### config.mk
export PLATFORM = sky130hd
export DESIGN_NAME = stereo_sample_rate_converter_core
export DESIGN_NICKNAME = d
export VERILOG_FILES = /design/src/hdl/ssrc_pkg.sv /design/src/hdl/stereo_sample_rate_converter_core.sv /design/src/hdl/ssrc_div.sv /design/src/hdl/ssrc_datapath.sv /design/src/hdl/ssrc_ctrl.sv
export SDC_FILE = /design/constraint.sdc
export NUM_CORES = 2
export LEC_CHECK = 0
export BUFFER_PORTS_ARGS = -buffer_cell sky130_fd_sc_hd__buf_2
export CAP_MARGIN = 10
export CORE_ASPECT_RATIO = 0.7
export CORE_UTILIZATION = 60
export CTS_CLUSTER_SIZE = 40
export DETAILED_ROUTE_END_ITERATION = 16
export MAX_ROUTING_LAYER = met4
export PLACE_DENSITY = 0.75
export REMOVE_ABC_BUFFERS = 1
export SLEW_MARGIN = 30
export SYNTH_ARGS = -nofsm -noshare
export SYNTH_HDL_FRONTEND = slang
export SYNTH_SLANG_ARGS = --single-unit
### constraint.sdc
create_clock -name clk -period 10 [get_ports clk]
set_input_delay 0 -clock clk [delete_from_list [all_inputs] [get_ports clk]]
set_output_delay 0 -clock clk [all_outputs]
set_load 0.01 [all_outputs]
### src/hdl/ssrc_pkg.sv
// Shared widths, codes, reset values and control structs of the stereo rate converter.
package ssrc_pkg;

    localparam int SAMPLE_W = 16;
    localparam int RATE_W   = 18;
    localparam int ACC_W    = 20;
    localparam int PHASE_W  = 36;
    localparam int INC_W    = 35;
    localparam int QUO_W    = 34;
    localparam int FRAC_W   = 16;
    localparam int PROD_W   = 34;
    localparam int DIFF_W   = 17;
    localparam int CFG_IDX_W = 2;

    localparam logic [1:0] MODE_PASS   = 2'd0;
    localparam logic [1:0] MODE_REPEAT = 2'd1;
    localparam logic [1:0] MODE_LINEAR = 2'd2;
    localparam logic [1:0] MODE_RST    = MODE_REPEAT;

    localparam logic [CFG_IDX_W-1:0] CFG_MODE     = 2'd0;
    localparam logic [CFG_IDX_W-1:0] CFG_IN_RATE  = 2'd1;
    localparam logic [CFG_IDX_W-1:0] CFG_OUT_RATE = 2'd2;

    localparam logic [RATE_W-1:0] IN_RATE_RST  = 18'd32000;
    localparam logic [RATE_W-1:0] OUT_RATE_RST = 18'd48000;
    localparam logic [INC_W-1:0]  INC_RST =
        INC_W'((64'(IN_RATE_RST) << FRAC_W) / 64'(OUT_RATE_RST));
    localparam logic [INC_W-1:0]  INC_MAX = '1;
    localparam logic [ACC_W-1:0]  ACC_MAX = '1;
    localparam logic [PHASE_W-1:0] PHASE_ONE = 36'h0_0001_0000;

    typedef enum logic {
        SEL_SAMPLE,
        SEL_LERP
    } out_sel_t;

    typedef struct packed {
        logic     cfg_ready;
        logic     in_ready;
        logic     in_load;
        logic     acc_add;
        logic     prime;
        logic     acc_sub;
        logic     mul;
        logic     lin_finish;
        logic     emit;
        out_sel_t emit_sel;
        logic     emit_last;
        logic     div_load;
        logic     div_step;
        logic     div_finish;
    } cmd_t;

    typedef struct packed {
        logic [1:0] mode;
        logic       acc_ge_rate;
        logic       phase_lt_one;
        logic       prev_valid;
        logic       out_free;
        logic       div_last;
    } status_t;

endpackage

### src/hdl/stereo_sample_rate_converter_core.sv
// Top level of the stereo sample rate converter: passthrough, repeat and linear modes.
//
//  channel  direction  handshake            payload
//  s_*      in         s_tvalid / s_tready  s_tdata: left_in, right_in
//  m_*      out        m_tvalid / m_tready  m_tdata: left_out, right_out; m_tlast: last
//  cfg_*    in         cfg_valid/cfg_ready  cfg_index, cfg_data
//
// Passthrough: idle, then an emit state. Repeat: a check and an emit state per result.
// Linear: a check and an emit state per result, then a finish state; priming is idle alone.
// A write to either rate runs a radix-2 divider with the input closed.
// Reset restores the default rates and increment at once, no clearing pass.
// A stalled output holds the controller in its emit state; one finished result
// waits in the output register while the next input beat is taken.
module stereo_sample_rate_converter_core
#(
    parameter int MAX_BURST = 8
)
(
    input  logic        clk,
    input  logic        rst_n,
    input  logic        s_tvalid,
    output logic        s_tready,
    input  logic [31:0] s_tdata,    // [15:0] left_in, [31:16] right_in
    output logic        m_tvalid,
    input  logic        m_tready,
    output logic [31:0] m_tdata,    // [15:0] left_out, [31:16] right_out
    output logic        m_tlast,
    input  logic        cfg_valid,
    output logic        cfg_ready,
    input  logic [ssrc_pkg::CFG_IDX_W-1:0] cfg_index,
    input  logic [ssrc_pkg::RATE_W-1:0]    cfg_data
);

    ssrc_pkg::cmd_t    cmd;
    ssrc_pkg::status_t status;
    logic signed [ssrc_pkg::SAMPLE_W-1:0] left_out;
    logic signed [ssrc_pkg::SAMPLE_W-1:0] right_out;

    ssrc_ctrl
    #(
        .MAX_BURST (MAX_BURST)
    )
    u_ctrl
    (
        .clk       (clk),
        .rst_n     (rst_n),
        .s_tvalid  (s_tvalid),
        .cfg_valid (cfg_valid),
        .cfg_index (cfg_index),
        .status    (status),
        .cmd       (cmd)
    );

    ssrc_datapath u_datapath
    (
        .clk       (clk),
        .rst_n     (rst_n),
        .cmd       (cmd),
        .status    (status),
        .left_in   (s_tdata[15:0]),
        .right_in  (s_tdata[31:16]),
        .cfg_valid (cfg_valid),
        .cfg_index (cfg_index),
        .cfg_data  (cfg_data),
        .m_tready  (m_tready),
        .m_tvalid  (m_tvalid),
        .left_out  (left_out),
        .right_out (right_out),
        .last_out  (m_tlast)
    );

    assign s_tready  = cmd.in_ready;
    assign cfg_ready = cmd.cfg_ready;
    assign m_tdata   = {right_out, left_out};

endmodule

### src/hdl/ssrc_div.sv
// Restoring divider, one quotient bit per cycle while step is high, for the phase increment.
module ssrc_div
(
    input  logic                       clk,
    input  logic                       rst_n,
    input  logic                       load,
    input  logic                       step,
    input  logic [ssrc_pkg::QUO_W-1:0]  dividend,
    input  logic [ssrc_pkg::RATE_W-1:0] divisor,
    output logic [ssrc_pkg::QUO_W-1:0]  quotient,
    output logic                       last
);

    localparam int CNT_W = $clog2(ssrc_pkg::QUO_W + 1);

    logic [CNT_W-1:0]                cnt_reg;
    logic [CNT_W-1:0]                cnt_next;
    logic [ssrc_pkg::RATE_W-1:0]     rem_reg;
    logic [ssrc_pkg::RATE_W-1:0]     rem_next;
    logic [ssrc_pkg::QUO_W-1:0]      quo_reg;
    logic [ssrc_pkg::QUO_W-1:0]      quo_next;
    logic [ssrc_pkg::RATE_W:0]       rem_shift;
    logic                            fits;

    assign rem_shift = {rem_reg, quo_reg[ssrc_pkg::QUO_W-1]};
    assign fits      = rem_shift >= {1'b0, divisor};

    always_comb
    begin
        cnt_next = cnt_reg;
        rem_next = rem_reg;
        quo_next = quo_reg;
        if (load)
        begin
            cnt_next = CNT_W'(ssrc_pkg::QUO_W);
            rem_next = '0;
            quo_next = dividend;
        end
        else if (step)
        begin
            cnt_next = cnt_reg - CNT_W'(1);
            if (fits)
            begin
                rem_next = ssrc_pkg::RATE_W'(rem_shift - {1'b0, divisor});
            end
            else
            begin
                rem_next = rem_shift[ssrc_pkg::RATE_W-1:0];
            end
            quo_next = {quo_reg[ssrc_pkg::QUO_W-2:0], fits};
        end
    end

    always_ff @(posedge clk or negedge rst_n)
    begin
        if (!rst_n)
        begin
            cnt_reg <= '0;
        end
        else
        begin
            cnt_reg <= cnt_next;
        end
    end

    always_ff @(posedge clk)
    begin
        rem_reg <= rem_next;
        quo_reg <= quo_next;
    end

    assign quotient = quo_reg;
    assign last     = cnt_reg == CNT_W'(1);

endmodule

### src/hdl/ssrc_datapath.sv
// Datapath: configuration, accumulator, phase, interpolation and output register.
module ssrc_datapath
(
    input  logic                           clk,
    input  logic                           rst_n,
    input  ssrc_pkg::cmd_t                 cmd,
    output ssrc_pkg::status_t              status,
    input  logic signed [ssrc_pkg::SAMPLE_W-1:0] left_in,
    input  logic signed [ssrc_pkg::SAMPLE_W-1:0] right_in,
    input  logic                           cfg_valid,
    input  logic [ssrc_pkg::CFG_IDX_W-1:0] cfg_index,
    input  logic [ssrc_pkg::RATE_W-1:0]    cfg_data,
    input  logic                           m_tready,
    output logic                           m_tvalid,
    output logic signed [ssrc_pkg::SAMPLE_W-1:0] left_out,
    output logic signed [ssrc_pkg::SAMPLE_W-1:0] right_out,
    output logic                           last_out
);

    logic [1:0]                            mode_reg;
    logic [ssrc_pkg::RATE_W-1:0]           in_rate_reg;
    logic [ssrc_pkg::RATE_W-1:0]           out_rate_reg;
    logic [ssrc_pkg::INC_W-1:0]            inc_reg;
    logic [ssrc_pkg::ACC_W-1:0]            acc_reg;
    logic [ssrc_pkg::PHASE_W-1:0]          phase_reg;
    logic signed [ssrc_pkg::SAMPLE_W-1:0]  left_reg;
    logic signed [ssrc_pkg::SAMPLE_W-1:0]  right_reg;
    logic signed [ssrc_pkg::SAMPLE_W-1:0]  prev_left_reg;
    logic signed [ssrc_pkg::SAMPLE_W-1:0]  prev_right_reg;
    logic                                  prev_valid_reg;
    logic [ssrc_pkg::SAMPLE_W-1:0]         prod_left_reg;
    logic [ssrc_pkg::SAMPLE_W-1:0]         prod_right_reg;
    logic                                  m_valid_reg;
    logic [ssrc_pkg::SAMPLE_W-1:0]         out_left_reg;
    logic [ssrc_pkg::SAMPLE_W-1:0]         out_right_reg;
    logic                                  out_last_reg;

    logic                                  cfg_we;
    logic [ssrc_pkg::ACC_W:0]              acc_sum;
    logic [ssrc_pkg::ACC_W-1:0]            acc_sat;
    logic signed [ssrc_pkg::DIFF_W-1:0]    diff_left;
    logic signed [ssrc_pkg::DIFF_W-1:0]    diff_right;
    logic signed [ssrc_pkg::DIFF_W-1:0]    frac_s;
    logic signed [ssrc_pkg::PROD_W-1:0]    prod_left;
    logic signed [ssrc_pkg::PROD_W-1:0]    prod_right;
    logic [ssrc_pkg::SAMPLE_W-1:0]         lerp_left;
    logic [ssrc_pkg::SAMPLE_W-1:0]         lerp_right;
    logic [ssrc_pkg::QUO_W-1:0]            quotient;
    logic                                  div_last;
    logic                                  out_load;

    assign cfg_we = cfg_valid && cmd.cfg_ready;

    assign acc_sum = {1'b0, acc_reg} + (ssrc_pkg::ACC_W + 1)'(out_rate_reg);
    assign acc_sat = acc_sum[ssrc_pkg::ACC_W] ? ssrc_pkg::ACC_MAX
                                              : acc_sum[ssrc_pkg::ACC_W-1:0];

    assign diff_left  = {left_reg[ssrc_pkg::SAMPLE_W-1], left_reg}
                      - {prev_left_reg[ssrc_pkg::SAMPLE_W-1], prev_left_reg};
    assign diff_right = {right_reg[ssrc_pkg::SAMPLE_W-1], right_reg}
                      - {prev_right_reg[ssrc_pkg::SAMPLE_W-1], prev_right_reg};
    assign frac_s     = {1'b0, phase_reg[ssrc_pkg::FRAC_W-1:0]};
    assign prod_left  = ssrc_pkg::PROD_W'(diff_left) * ssrc_pkg::PROD_W'(frac_s);
    assign prod_right = ssrc_pkg::PROD_W'(diff_right) * ssrc_pkg::PROD_W'(frac_s);

    assign lerp_left  = prev_left_reg + prod_left_reg;
    assign lerp_right = prev_right_reg + prod_right_reg;

    assign out_load = cmd.emit && status.out_free;

    ssrc_div u_div
    (
        .clk      (clk),
        .rst_n    (rst_n),
        .load     (cmd.div_load),
        .step     (cmd.div_step),
        .dividend ({in_rate_reg, ssrc_pkg::FRAC_W'(0)}),
        .divisor  (out_rate_reg),
        .quotient (quotient),
        .last     (div_last)
    );

    always_ff @(posedge clk or negedge rst_n)
    begin
        if (!rst_n)
        begin
            mode_reg       <= ssrc_pkg::MODE_RST;
            in_rate_reg    <= ssrc_pkg::IN_RATE_RST;
            out_rate_reg   <= ssrc_pkg::OUT_RATE_RST;
            inc_reg        <= ssrc_pkg::INC_RST;
            acc_reg        <= '0;
            phase_reg      <= '0;
            prev_left_reg  <= '0;
            prev_right_reg <= '0;
            prev_valid_reg <= 1'b0;
            m_valid_reg    <= 1'b0;
        end
        else
        begin
            if (cfg_we)
            begin
                case (cfg_index)
                    ssrc_pkg::CFG_MODE:
                    begin
                        mode_reg       <= (cfg_data[1:0] > ssrc_pkg::MODE_LINEAR)
                                          ? ssrc_pkg::MODE_PASS : cfg_data[1:0];
                        acc_reg        <= '0;
                        phase_reg      <= '0;
                        prev_valid_reg <= 1'b0;
                    end
                    ssrc_pkg::CFG_IN_RATE:  in_rate_reg  <= cfg_data;
                    ssrc_pkg::CFG_OUT_RATE: out_rate_reg <= cfg_data;
                    default: ;
                endcase
            end
            if (cmd.div_finish)
            begin
                inc_reg <= (out_rate_reg == '0) ? ssrc_pkg::INC_MAX
                                                : ssrc_pkg::INC_W'(quotient);
            end
            if (cmd.acc_add)
            begin
                acc_reg <= acc_sat;
            end
            else if (cmd.acc_sub)
            begin
                acc_reg <= acc_reg - ssrc_pkg::ACC_W'(in_rate_reg);
            end
            if (cmd.prime)
            begin
                prev_left_reg  <= left_in;
                prev_right_reg <= right_in;
                prev_valid_reg <= 1'b1;
            end
            else if (cmd.lin_finish)
            begin
                prev_left_reg  <= left_reg;
                prev_right_reg <= right_reg;
            end
            if (cmd.mul)
            begin
                phase_reg <= phase_reg + ssrc_pkg::PHASE_W'(inc_reg);
            end
            else if (cmd.lin_finish)
            begin
                phase_reg <= status.phase_lt_one ? '0 : phase_reg - ssrc_pkg::PHASE_ONE;
            end
            if (out_load)
            begin
                m_valid_reg <= 1'b1;
            end
            else if (m_tready)
            begin
                m_valid_reg <= 1'b0;
            end
        end
    end

    always_ff @(posedge clk)
    begin
        if (cmd.in_load)
        begin
            left_reg  <= left_in;
            right_reg <= right_in;
        end
        if (cmd.mul)
        begin
            prod_left_reg  <= prod_left[ssrc_pkg::FRAC_W +: ssrc_pkg::SAMPLE_W];
            prod_right_reg <= prod_right[ssrc_pkg::FRAC_W +: ssrc_pkg::SAMPLE_W];
        end
        if (out_load)
        begin
            out_last_reg <= cmd.emit_last;
            if (cmd.emit_sel == ssrc_pkg::SEL_LERP)
            begin
                out_left_reg  <= lerp_left;
                out_right_reg <= lerp_right;
            end
            else
            begin
                out_left_reg  <= left_reg;
                out_right_reg <= right_reg;
            end
        end
    end

    assign status.mode         = mode_reg;
    assign status.acc_ge_rate  = acc_reg >= ssrc_pkg::ACC_W'(in_rate_reg);
    assign status.phase_lt_one = phase_reg < ssrc_pkg::PHASE_ONE;
    assign status.prev_valid   = prev_valid_reg;
    assign status.out_free     = !m_valid_reg || m_tready;
    assign status.div_last     = div_last;

    assign m_tvalid  = m_valid_reg;
    assign left_out  = out_left_reg;
    assign right_out = out_right_reg;
    assign last_out  = out_last_reg;

endmodule

### src/hdl/ssrc_ctrl.sv
// Controller: sequences accept, bursts, interpolation steps and the increment division.
module ssrc_ctrl
#(
    parameter int MAX_BURST = 8
)
(
    input  logic                           clk,
    input  logic                           rst_n,
    input  logic                           s_tvalid,
    input  logic                           cfg_valid,
    input  logic [ssrc_pkg::CFG_IDX_W-1:0] cfg_index,
    input  ssrc_pkg::status_t              status,
    output ssrc_pkg::cmd_t                 cmd
);

    localparam int CNT_W = $clog2(MAX_BURST + 1);

    typedef enum logic [3:0] {
        ST_IDLE,
        ST_PEMIT,
        ST_RCHK,
        ST_REMIT,
        ST_LCHK,
        ST_LEMIT,
        ST_LFIN,
        ST_DIV_LOAD,
        ST_DIV_RUN,
        ST_DIV_END
    } state_t;

    state_t           state_reg;
    state_t           state_next;
    logic [CNT_W-1:0] n_reg;
    logic [CNT_W-1:0] n_next;
    logic             n_lt_max;
    logic             rate_write;

    assign n_lt_max   = n_reg < CNT_W'(MAX_BURST);
    assign rate_write = (cfg_index == ssrc_pkg::CFG_IN_RATE)
                     || (cfg_index == ssrc_pkg::CFG_OUT_RATE);

    always_comb
    begin
        state_next = state_reg;
        n_next     = n_reg;
        cmd        = '0;
        case (state_reg)
            ST_IDLE:
            begin
                cmd.cfg_ready = 1'b1;
                cmd.in_ready  = !cfg_valid;
                if (cfg_valid)
                begin
                    if (rate_write)
                    begin
                        state_next = ST_DIV_LOAD;
                    end
                end
                else if (s_tvalid)
                begin
                    cmd.in_load = 1'b1;
                    n_next      = '0;
                    case (status.mode)
                        ssrc_pkg::MODE_REPEAT:
                        begin
                            cmd.acc_add = 1'b1;
                            state_next  = ST_RCHK;
                        end
                        ssrc_pkg::MODE_LINEAR:
                        begin
                            if (status.prev_valid)
                            begin
                                state_next = ST_LCHK;
                            end
                            else
                            begin
                                cmd.prime = 1'b1;
                            end
                        end
                        default:
                        begin
                            state_next = ST_PEMIT;
                        end
                    endcase
                end
            end
            ST_PEMIT:
            begin
                cmd.emit      = 1'b1;
                cmd.emit_sel  = ssrc_pkg::SEL_SAMPLE;
                cmd.emit_last = 1'b1;
                if (status.out_free)
                begin
                    state_next = ST_IDLE;
                end
            end
            ST_RCHK:
            begin
                if (status.acc_ge_rate && n_lt_max)
                begin
                    cmd.acc_sub = 1'b1;
                    n_next      = n_reg + CNT_W'(1);
                    state_next  = ST_REMIT;
                end
                else
                begin
                    state_next = ST_IDLE;
                end
            end
            ST_REMIT:
            begin
                cmd.emit      = 1'b1;
                cmd.emit_sel  = ssrc_pkg::SEL_SAMPLE;
                cmd.emit_last = !(status.acc_ge_rate && n_lt_max);
                if (status.out_free)
                begin
                    state_next = cmd.emit_last ? ST_IDLE : ST_RCHK;
                end
            end
            ST_LCHK:
            begin
                if (status.phase_lt_one && n_lt_max)
                begin
                    cmd.mul    = 1'b1;
                    n_next     = n_reg + CNT_W'(1);
                    state_next = ST_LEMIT;
                end
                else
                begin
                    state_next = ST_LFIN;
                end
            end
            ST_LEMIT:
            begin
                cmd.emit      = 1'b1;
                cmd.emit_sel  = ssrc_pkg::SEL_LERP;
                cmd.emit_last = !(status.phase_lt_one && n_lt_max);
                if (status.out_free)
                begin
                    state_next = cmd.emit_last ? ST_LFIN : ST_LCHK;
                end
            end
            ST_LFIN:
            begin
                cmd.lin_finish = 1'b1;
                state_next     = ST_IDLE;
            end
            ST_DIV_LOAD:
            begin
                cmd.div_load = 1'b1;
                state_next   = ST_DIV_RUN;
            end
            ST_DIV_RUN:
            begin
                cmd.div_step = 1'b1;
                if (status.div_last)
                begin
                    state_next = ST_DIV_END;
                end
            end
            ST_DIV_END:
            begin
                cmd.div_finish = 1'b1;
                state_next     = ST_IDLE;
            end
            default:
            begin
                state_next = ST_IDLE;
            end
        endcase
    end

    always_ff @(posedge clk or negedge rst_n)
    begin
        if (!rst_n)
        begin
            state_reg <= ST_IDLE;
            n_reg     <= '0;
        end
        else
        begin
            state_reg <= state_next;
            n_reg     <= n_next;
        end
    end

`ifndef SYNTHESIS
    a_burst_cap: assert property (@(posedge clk) disable iff (!rst_n)
        n_reg <= CNT_W'(MAX_BURST))
        else $error("burst count beyond cap");

    a_rate_divides: assert property (@(posedge clk) disable iff (!rst_n)
        (state_reg == ST_IDLE && cfg_valid && rate_write) |=> state_reg == ST_DIV_LOAD)
        else $error("rate write did not start division");

    a_lerp_primed: assert property (@(posedge clk) disable iff (!rst_n)
        (state_reg == ST_LCHK || state_reg == ST_LEMIT) |-> status.prev_valid)
        else $error("interpolation without previous sample");

    a_last_ends_linear: assert property (@(posedge clk) disable iff (!rst_n)
        (state_reg == ST_LEMIT && status.out_free && cmd.emit_last)
        |=> state_reg == ST_LFIN)
        else $error("linear burst did not end after last beat");
`endif

endmodule
==> impl_metrics.ini <==
[yosys]
syn_inst = 4359
yosys_warnings = 0
synthFlopType = dfrtp_1
synth_edf_count = 115
synth.distinct_cells = 90
netlist.area_leader.share_pct = 26.47
ys_ff_latch = 326
async_reset_ff_share_pct = 54.29
synth_area_leaders = fa_1, ha_1, dfrtp_1, edfxtp_1, inv_1
synth_top_area_cell = fa_1
avgSynthCellArea_sq_um = 9.107
synth_area_sq_mm = 0.03970
seq_area_frac_synth_pct = 21.64

[setup_path]
slowest_delay_ns = 0.64
critPathRequiredTime_ns = 10.31
startpoint_type = flop
critical_path_arrival_ns = 9.66
critPathKind = flop to flop
path_max_fanout = 16
end_kind = flop
crit_slowest_cell = a21boi_0
crit_top_cell = fa_1

[timing]
slew_violations = 0
setup_viol = 0
rsz0062_at_grt = no
finClkSkew_ns = 0.02255
max-slew-margin-rel_pct = 29.64
setup_tns_ns = 0
worst_pin_slew_ns = 1.048
fmax_mhz = 107.0
timing.final.crit_share_pct = 93.50
min_period_ns = 9.350
hold_viol_final = 0
whs_ns = 0.02870

[power]
swShare_pct = 49.22
powerDensity_mw_per_mm2 = 212.5
cellLeakagePower_nw = 21.53
finalPower_w = 0.009141
pwr-share-clk_pct = 15.4
p_seq_share_pct = 23.7
p_comb_share_pct = 60.8
power_switching_w = 0.004499
vdd_ir_drop_max_mv = 0.1562
p_int_w = 0.004642

[place]
place_area_sq_mm = 0.04120
dp_hpwl_microns = 75960
io_buffers = 92
gp_congestion = 0.9427

[clock_network]
numCtsBuffers = 36
clkLatencyLatePin_ns = 0.58
clockRootBuffer = clkbuf_16
cts_sinks = 326
htreeDepth = 2
tritoncts = done
cts_setup_buffers = 0
cts_buffer_depth = 3
clkSlewWorstSetupHoldPaths_ns = 0.06
ctsResizeCount = 0

[global_routing]
grt_pass1_wl_microns = 166200
grt_max_degree = 72
grt_overflow = 0
antenna_found_initial = 2
grt_pass1_vias = 30790
grtUsageTotal_pct = 32.47

[cells_and_area]
drive_gt1_share_pct = 7.359
largest_reg_flops = 36
diodes = 0
area_growth_pct = 8.339
final_common_cell = inv_1
final_nets = 5352
most-common-layout-cells = inv_1, nand2_1, fa_1
final_util_pct = 66.07
fillers = 5269
fin_area_sq_mm = 0.04301

[detailed_routing]
routedWlPerCell_microns = 19.06
drt_iter0_markers = 2923
drc = 0
vias = 30530
vias_per_cell = 5.706
final_antenna_net_count = 0
first_pass_iters = 6
wirelength_microns = 102000

[min_path]
hold_path_class = input pin to async pin

[floorplanning]
row_count = 78
dieArea_sq_mm = 0.06721
ios = 93
coreArea_sq_mm = 0.06509
die_height_microns = 217.2
initial_core_util_pct = 60.99
die-width_microns = 309.4

[job]
maxCapViolCount = 0

[status]
status = completed
[worst max-delay path, delay by kind of cell (launching register included)]
| family | cells | cell delay, ns |
|---|---|---|
| flip-flops | 1 | 0.40 |
| buffers and inverters | 4 | 0.41 |
| AO/OA/AOI/OAI | 13 | 3.51 |
| AND/OR/NAND/NOR | 5 | 0.63 |
| XOR/XNOR | 1 | 0.12 |
| adder cells (fa/ha/maj) | 9 | 4.04 |
[synthesized netlist by cell type (6+ instances only)]
| master | number |
|---|---|
| a21boi_1 | 6 |
| o21a_1 | 29 |
| mux2i_1 | 14 |
| o21bai_1 | 19 |
| and2_1 | 230 |
| a31oi_1 | 15 |
| nor2_1 | 118 |
| xnor2_1 | 126 |
| o31ai_1 | 17 |
| a31o_2 | 6 |
| nor2b_1 | 64 |
| a221o_1 | 17 |
| buf_2 | 13 |
| and3_1 | 28 |
| nand2b_1 | 40 |
| dfxtp_1 | 34 |
| a211oi_1 | 18 |
| nand4_1 | 8 |
| a21boi_0 | 12 |
| inv_1 | 794 |
| a21o_1 | 50 |
| a21oi_1 | 146 |
| nor3_1 | 60 |
| nand2_1 | 589 |
| edfxtp_1 | 115 |
| a22o_1 | 9 |
| a22oi_1 | 38 |
| or3_1 | 21 |
| o21ai_1 | 27 |
| xor2_1 | 69 |
| mux2_2 | 38 |
| dfstp_2 | 22 |
| nand3_1 | 101 |
| or2_2 | 9 |
| dfrtp_1 | 155 |
| o21ai_0 | 171 |
| clkbuf_1 | 147 |
| ha_1 | 327 |
| o211ai_1 | 17 |
| fa_1 | 525 |
| nor4_1 | 15 |
[path summary, 6_finish.rpt]
path                                                                start                                       end  slack, ns  cells after the start
worst min register to register  u_datapath.u_div.quotient[9]$_SDFFE_PP0P_         u_datapath.inc_reg[9]$_DFFE_PN1N_       0.45                      2
worst min-delay path                                                rst_n  u_datapath.prev_left_reg[10]$_DFFE_PN0P_       0.03                      2
worst max-delay path             u_datapath.prev_right_reg[0]$_DFFE_PN0P_   u_datapath.prod_right_reg[15]$_DFFE_PP_       0.65                     32
min in group clk                                               s_tdata[5]          u_datapath.left_reg[5]$_DFFE_PP_       0.17                      2
worst max register to register   u_datapath.prev_right_reg[0]$_DFFE_PN0P_   u_datapath.prod_right_reg[15]$_DFFE_PP_       0.65                     32
max in group asynchronous                                           rst_n   u_datapath.out_rate_reg[10]$_DFFE_PN0P_       8.06                      4
[power groups by stage]
| stage | sequential, W | combinational, W | clock [W] |
|---|---|---|---|
| after CTS | 0.00215 | 0.00547 | 0.00144 |
| after floorplan | 0.00207 | 0.00364 | 0 |
| after global routing | 0.00220 | 0.00612 | 0.00148 |
| final | 0.00217 | 0.00556 | 0.00141 |
| after detailed placement | 0.00217 | 0.00539 | 0 |
| after global placement | 0.00216 | 0.00527 | 0 |
[final cells by class]
cell class	instances	area, sq um	share of cell area (%)
timing repair buffer	213	1544	3.590
sequential	326	8594	19.98
multi-input combinational	3071	27550	64.05
inverter	795	2984	6.938
tap	880	1101	2.560
clock buffer	46	1042	2.423
clock inverter	20	196.4	0.4567
[per-stage QoR]
| stage | instances | setup slack, ns |
|---|---|---|
| detailed placement | 5228 | 0.8261 |
| floorplan | 4192 | 1.742 |
| CTS | 5351 | 0.7865 |
| finish | 5351 | 0.6498 |
| global placement | 5226 | 1.132 |
| global route | 5351 | 0.1284 |
[per-layer routing]
layer / global-route usage, % / wire length, microns
met1: 47.25 / 46230
met2: 46.50 / 43350
met3: 7.196 / 10430
met4: 6.848 / 1976
met5: - / 0
[what timing repair did]
| action | in CTS | in global routing |
|---|---|---|
| setup endpoints to repair | 0 | 0 |
| hold buffers | 57 | 0 |
| hold endpoints to repair | 179 | 0 |
[cells by family after synthesis]
logic type	share of synthesized area, %
AO/OA/AOI/OAI	10.60
flip-flops	21.64
AND/OR/NAND/NOR	16.07
XOR/XNOR	4.302
multiplexers	1.431
adder cells (fa/ha/maj)	36.78
buffers and inverters	9.178
No activity file was read; power rests on OpenSTA's default activity.
